==> src/rtl/m3i_pkg.sv <==
// shared constants for the 3x3 matrix inverse
`timescale 1ns / 1ps
package m3i_pkg;

    // elements in one matrix
    localparam int N_ELEM = 9;

    // determinant threshold register
    localparam int DET_THR_BITS = 31;
    localparam logic [DET_THR_BITS-1:0] DET_THR_RESET = 31'd1;

    // queue between front and back
    localparam int QUEUE_DEPTH = 4;
    localparam int QUEUE_PTR_BITS = 2;

    // adjugate element k = m[a]*m[b] - m[c]*m[d], row-major indices
    localparam int COF_IDX [N_ELEM][4] = '{
        '{4, 8, 5, 7},
        '{2, 7, 1, 8},
        '{1, 5, 2, 4},
        '{5, 6, 3, 8},
        '{0, 8, 2, 6},
        '{2, 3, 0, 5},
        '{3, 7, 4, 6},
        '{1, 6, 0, 7},
        '{0, 4, 1, 3}
    };

endpackage

==> src/rtl/m3i_fifo.sv <==
// short queue between the front end and the divide back end
`timescale 1ns / 1ps
module m3i_fifo #(
    parameter int DW = 32
) (
    input  logic          i_clk,
    input  logic          i_rst_n,
    input  logic          i_push,
    input  logic [DW-1:0] i_data,
    output logic          o_full,
    input  logic          i_pop,
    output logic          o_empty,
    output logic [DW-1:0] o_data
);
    import m3i_pkg::*;

    logic [DW-1:0]               r_mem [QUEUE_DEPTH];
    logic [QUEUE_PTR_BITS-1:0]   r_wr, r_rd;
    logic [QUEUE_PTR_BITS:0]     r_cnt;

    assign o_full  = (r_cnt == (QUEUE_PTR_BITS+1)'(QUEUE_DEPTH));
    assign o_empty = (r_cnt == '0);
    assign o_data  = r_mem[r_rd];

    // storage
    always_ff @(posedge i_clk) begin
        if (i_push) begin
            r_mem[r_wr] <= i_data;
        end
    end

    // pointers and fill count
    always_ff @(posedge i_clk) begin
        if (!i_rst_n) begin
            r_wr  <= '0;
            r_rd  <= '0;
            r_cnt <= '0;
        end else begin
            if (i_push) begin
                r_wr <= r_wr + 1'b1;
            end
            if (i_pop) begin
                r_rd <= r_rd + 1'b1;
            end
            case ({i_push, i_pop})
                2'b10:   r_cnt <= r_cnt + 1'b1;
                2'b01:   r_cnt <= r_cnt - 1'b1;
                default: r_cnt <= r_cnt;
            endcase
        end
    end

endmodule

==> config.mk <==
export PLATFORM = sky130hd
export DESIGN_NAME = m3i_fifo
export DESIGN_NICKNAME = d
export VERILOG_FILES = /design/src/rtl/m3i_pkg.sv /design/src/rtl/m3i_fifo.sv
export SDC_FILE = /design/constraint.sdc
export NUM_CORES = 1
export LEC_CHECK = 0
export BUFFER_PORTS_ARGS = -buffer_cell sky130_fd_sc_hd__buf_2
export CELL_PAD_IN_SITES_DETAIL_PLACEMENT = 2
export CELL_PAD_IN_SITES_GLOBAL_PLACEMENT = 2
export CORE_MARGIN = 3
export CORE_UTILIZATION = 44
export DETAILED_ROUTE_END_ITERATION = 10
export PLACE_DENSITY = 0.89
export SYNTH_ARGS = -nofsm -noshare
export SYNTH_HDL_FRONTEND = slang
export SYNTH_SLANG_ARGS = --single-unit
==> constraint.sdc <==
create_clock -name i_clk -period 3.2 [get_ports i_clk]
set_input_delay 0.32 -clock i_clk [delete_from_list [all_inputs] [get_ports i_clk]]
set_output_delay 0.32 -clock i_clk [all_outputs]
set_load 0.005 [all_outputs]
==> results of run 1 <==
sequential cells by signal (all words and copies together) (netlist names), named ones only:
| signal | cells |
|---|---|
| r_cnt | 3 |
| r_mem | 128 |
| r_rd | 2 |
| r_wr | 2 |
cells by family after synthesis:
group | synth area share
adder cells (fa/ha/maj) | 0.0162
AND/OR/NAND/NOR | 0.0184
buffers and inverters | 0.0213
XOR/XNOR | 0.00857
AO/OA/AOI/OAI | 0.00343
flip-flops | 0.788
multiplexers | 0.145
power breakdown:
part | switching (mW) | leakage [nW] | internal, mW
Clock | 0.717 | 0.277 | 1.21
Combinational | 0.178 | 0.594 | 0.177
Sequential | 0.0574 | 1.25 | 2.06
placed cells by master, fill, tap and decap left out, types with 4 or more instances in the layout:
master / netlist / layout
inv_1: 6 / 6
buf_2: 3 / 69
clkbuf_1: 0 / 4
edfxtp_1: 128 / 128
mux4_2: 30 / 30
and2_2: 0 / 4
clkinv_2: 0 / 4
dfxtp_1: 9 / 7
and2_1: 10 / 6
ha_1: 5 / 5
clkbuf_16: 0 / 17
final cells by class:
type                    count  area (µm²)  share of cell area
flip-flops and latches    137        4030               0.656
multi-input cells          63         981               0.160
clock buffers              21         440              0.0717
repair buffers             70         365              0.0595
well taps                 140         175              0.0285
clock inverters            11         129              0.0210
inverters                   6        22.5             0.00367
cell usage after synthesis:
cell type | count | area share
nand2_1 | 2 | 0.0015
a21boi_0 | 1 | 0.0015
or3_1 | 1 | 0.0012
ha_1 | 5 | 0.012
o21ai_0 | 2 | 0.0020
buf_2 | 3 | 0.0029
and3_1 | 1 | 0.0012
nor2b_1 | 1 | 0.0012
mux2i_1 | 1 | 0.0020
mux4_1 | 2 | 0.010
dfxtp_1 | 9 | 0.035
xnor2_1 | 2 | 0.0034
nor3_1 | 1 | 0.00098
edfxtp_1 | 128 | 0.75
fa_1 | 1 | 0.0039
buf_12 | 3 | 0.012
xor2_1 | 3 | 0.0051
and2_1 | 10 | 0.012
mux4_2 | 30 | 0.13
inv_1 | 6 | 0.0044
buf_6 | 1 | 0.0022
worst min-delay path by stage:
stage	start	end	slack, ns	cells past startpoint
finish	i_data[22]	r_mem[3][22]	0.12	1
global route	i_data[22]	r_mem[3][22]	0.11	1
detailed placement	r_cnt[2]	r_cnt[2]	0.51	2
floorplan	i_data[0]	r_mem[0][0]	0.42	0
global placement	r_cnt[2]	r_cnt[2]	0.49	2
CTS	i_data[22]	r_mem[3][22]	0.10	1
metrics by stage:
step,setup WS (ns),power (mW),hold WS [ns],utilization,instance area (µm²)
final,0.809,4.40,0.119,0.554,6140
after global routing,0.679,4.54,0.107,0.554,6140
after CTS,0.739,4.44,0.103,0.554,6140
after detailed placement,1.22,2.52,0.512,0.503,5570
after global placement,1.25,2.47,0.494,0.503,5570
after floorplan,1.48,2.33,0.419,-,5110
layer usage:
layer / wire, µm / up-vias / part of all wire / global-route usage
met2: 6150 / 99 / 0.49 / 0.328
met5: 0 / - / 0 / 0
met1: 5640 / 1302 / 0.45 / 0.288
li1: - / 1046 / - / -
met3: 709 / 13 / 0.056 / 0.0637
met4: 146 / 0 / 0.012 / 0.0657
==> impl_metrics.py, run 1 <==
metrics = {
    "global_routing": {
        "grt_pass1_wl_um": 18800,
        "antenna_found_initial": 0,
        "grt.overflow.total": 0,
        "grt_max_degree": 33,
        "grt_usage": 0.210,
        "grt_pass1_vias": 2737,
    },
    "timing": {
        "rsz0062_at_grt": "no",
        "setup_viol": 0,
        "max-slew-margin-rel": 0.364,
        "finalCriticalPeriod_ns": 2.39,
        "tightest_slew_ns": 0.954,
        "period_share": 0.747,
        "maxSlewViolCount": 0,
        "setup_tns_ns": 0,
        "final-hold-violation-count": 0,
        "fin_skew_ns": 0.00883,
        "fmax_mhz": 418,
    },
    "final_layout": {
        "num_antenna_cells": 0,
        "area_delta_synth_final_pct": 20.2,
        "fillers": 922,
        "nNetsFinal": 337,
        "drive_gt1_frac": 0.425,
        "final_cells": 448,
    },
    "drt": {
        "wl_per_cell_um": 28.2,
        "wl_um": 12600,
        "remaining_drc_errors": 0,
        "drtIter0Drc": 165,
        "first_pass_iters": 5,
        "vias": 2460,
        "ant_nets": 0,
        "via_per_inst": 5.49,
    },
    "clock_tree": {
        "numCtsBuffers": 17,
        "cts_tree": "done",
        "cts-root-buf": "clkbuf_16",
        "cts_resized": 0,
        "cts.sinks": 137,
        "clk_pin_slew_ns": 0.06,
        "ctsLongestPathBuffers": 2,
        "postCtsSetupRepairBufs": 0,
        "h-tree-depth": 4,
        "worstSkewPairLatency_ns": 0.41,
        "cts.hold.buffers_added": 0,
    },
    "setup_path": {
        "endpoint": "o_data[24]",
        "setup.worst_path.class": "register to primary output",
        "worstPathRequired_ns": 2.88,
        "path_delay_family": "flip-flops",
        "worst-path-buf-inv": 2,
        "r2r_slack_ns": 1.40,
        "slowest_stage": "dfxtp_2",
        "start_kind": "register",
        "crit_chain": "buf_12 > mux4_1 > buf_2",
        "path_depth": 3,
        "r2r-start": "r_wr[0]",
        "critPathCaptureType": "primary output",
        "crit_fanout": 21,
        "worst-endpoint-arrival_ns": 2.07,
        "slowest_delay_ns": 0.62,
        "reg2reg_to": "r_mem[0][4]",
        "rr_worst_depth": 3,
    },
    "floorplanning": {
        "die_y_um": 114,
        "ioPinCount": 70,
        "die_area_um2": 12900,
        "fp.dieW_um": 114,
        "core_area_um2": 11100,
        "initial_core_util": 0.461,
        "rows": 38,
    },
    "run_status": {
        "outcome": "finished, final reports clean",
    },
    "power_and_ir_drop": {
        "p_per_area_nw_per_um2": 716,
        "leakage_nw": 2.12,
        "max-vdd-ir-drop_v": 0.000560,
    },
    "synth": {
        "syn-instance-count": 213,
        "ys_warn_count": 0,
        "synth_seq_cells": 137,
        "yosysUniqueCellTypes": 21,
        "seq_area_frac_synth": 0.788,
        "syn_area_um2": 5110,
        "syn_area_per_cell_um2": 24.0,
        "synth_nets": 255,
    },
    "placement": {
        "dp_hpwl_um": 7940,
        "numPortBuffers": 69,
        "place.gp.congestion": 0.639,
        "dp.cells": 416,
    },
    "min_path": {
        "hold_class": "primary input to register",
    },
    "flow_run": {
        "drv_cap": 0,
    },
}
Power figures use the tool's default switching activity.
==> inputs of run 2 (changes only) <==
==> constraint.sdc (replaced) <==
create_clock -name i_clk -period 2.36 [get_ports i_clk]
set_input_delay 0.236 -clock i_clk [delete_from_list [all_inputs] [get_ports i_clk]]
set_output_delay 0.236 -clock i_clk [all_outputs]
set_load 0.005 [all_outputs]
==> impl_metrics.py, run 2 (synthesized netlist as in run 1, its figures left out) <==
metrics = {
    "final_layout": {
        "largest_register_ffs": 128,
        "top_register": "r_mem",
        "final_cell_mix": "edfxtp_1 (128), buf_2 (69), mux4_2 (30), clkbuf_16 (17), buf_4 (10)",
        "final_core_util": 0.560,
        "drive_gt1_frac": 0.461,
        "final_area_um2": 6200,
        "reg.largest.list": "r_mem (128), r_cnt (3)",
        "nNetsFinal": 346,
        "fillers": 918,
        "area_delta_synth_final_pct": 21.4,
        "num_antenna_cells": 0,
        "layout_commonest_cell": "edfxtp_1",
    },
    "setup_path": {
        "critPathCaptureType": "primary output",
        "crit_chain": "buf_4 > mux4_1 > buf_2",
        "slowest_delay_ns": 0.63,
        "reg2reg_to": "r_mem[1][15]",
        "worst-endpoint-arrival_ns": 1.94,
        "slowest_stage": "mux4_1",
        "path_delay_family": "multiplexers",
        "r2r-start": "r_wr[0]",
        "rr_worst_depth": 3,
        "start_kind": "register",
        "setup.worst_path.class": "register to primary output",
        "path_depth": 3,
        "r2r_slack_ns": 0.58,
        "worst-path-buf-inv": 2,
        "crit_fanout": 22,
        "worstPathRequired_ns": 2.12,
    },
    "power_and_ir_drop": {
        "seq_power_share": 0.477,
        "clockPowerShare": 0.436,
        "p_sw_mw": 1.37,
        "intPower_mw": 4.59,
        "p_per_area_nw_per_um2": 961,
        "pwr-share-comb": 0.087,
        "sw_frac_of_total": 0.230,
        "leakage_nw": 2.17,
        "max-vdd-ir-drop_v": 0.000615,
        "power.total_mw": 5.96,
    },
    "clock_tree": {
        "clk_pin_slew_ns": 0.06,
        "cts_resized": 0,
        "cts.hold.buffers_added": 0,
        "cts_tree": "done",
        "cts.sinks": 137,
        "h-tree-depth": 4,
        "numCtsBuffers": 17,
        "postCtsSetupRepairBufs": 0,
        "ctsLongestPathBuffers": 2,
        "worstSkewPairLatency_ns": 0.42,
        "cts-root-buf": "clkbuf_16",
    },
    "global_routing": {
        "grt_max_degree": 33,
        "grt_usage": 0.210,
        "antenna_found_initial": 1,
        "grt.overflow.total": 0,
        "grt_pass1_vias": 2834,
        "grt_pass1_wl_um": 18900,
    },
    "min_path": {
        "hold_class": "primary input to register",
        "min_to": "r_mem[0][20]",
        "hold_depth": 1,
        "min-delay-start": "i_data[20]",
    },
    "timing": {
        "holdWs_ns": 0.0364,
        "final-hold-violation-count": 0,
        "rsz0062_at_grt": "no",
        "finalCriticalPeriod_ns": 2.18,
        "setup_viol": 0,
        "setup_tns_ns": 0,
        "fmax_mhz": 459,
        "max-slew-margin-rel": 0.549,
        "period_share": 0.924,
        "maxSlewViolCount": 0,
        "fin_skew_ns": 0.0120,
        "tightest_slew_ns": 0.677,
    },
    "floorplanning": {
        "die_area_um2": 12900,
        "initial_core_util": 0.461,
        "core_area_um2": 11100,
        "fp.dieW_um": 114,
        "rows": 38,
        "ioPinCount": 70,
        "die_y_um": 114,
    },
    "drt": {
        "first_pass_iters": 4,
        "vias": 2468,
        "remaining_drc_errors": 0,
        "wl_per_cell_um": 27.8,
        "ant_nets": 0,
        "drtIter0Drc": 175,
        "wl_um": 12700,
        "via_per_inst": 5.40,
    },
    "run_status": {
        "outcome": "finished, final reports clean",
    },
    "placement": {
        "numPortBuffers": 69,
        "placed_area_um2": 5630,
        "dp_hpwl_um": 8180,
        "place.gp.congestion": 0.663,
    },
    "flow_run": {
        "drv_cap": 0,
    },
}
-- run 2: changes by cell type in the layout (fill, tap and decap cells not counted), sizes merged --
| cell | previous run | this run |
|---|---|---|
| buf | 70 | 79 |
| clkbuf | 21 | 17 |
| inv | 6 | 9 |
| bufinv | 3 | 2 |
| clkinv | 7 | 8 |
| clkinvlp | 1 | 2 |
-- run 2: cell type report --
class / instances / area, µm² / share of cell area
Sequential cell: 137 / 4030 / 0.649
Tap cell: 140 / 175 / 0.0282
Timing Repair Buffer: 79 / 420 / 0.0678
Multi-Input combinational cell: 63 / 981 / 0.158
Inverter: 6 / 22.5 / 0.00363
Clock inverter: 15 / 151 / 0.0244
Clock buffer: 17 / 425 / 0.0686
-- run 2: power groups by stage --
stage	Clock [mW]	Combinational [mW]	Sequential [mW]
after floorplan	0	0.303	2.86
after global placement	0	0.486	2.87
after detailed placement	0	0.528	2.89
after CTS	2.66	0.536	2.85
after global routing	2.75	0.570	2.85
final	2.60	0.519	2.85
-- run 2: worst max-delay path by stage --
stage	to	slack (ns)
2_1_floorplan	r_mem[2][0]	0.64
3_3_place_gp	r_mem[1][28]	0.65
3_5_place_dp	r_cnt[2]	0.54
4_1_cts	o_data[24]	0.12
5_1_grt	o_data[24]	0.06
6_report	o_data[24]	0.18
-- run 2: per-layer routing --
metal,share of wire,GRT usage,vias to the layer above
li1,-,-,1067
met1,0.41,0.278,1301
met2,0.52,0.344,94
met3,0.063,0.0631,4
met4,0.0025,0.0529,2
met5,0.00086,0,-
-- run 2: through the flow --
stage	instances	setup WS (ns)
2_1_floorplan	213	0.638
3_3_place_gp	425	0.647
3_5_place_dp	425	0.536
4_1_cts	457	0.118
5_1_grt	457	0.0650
6_report	457	0.179
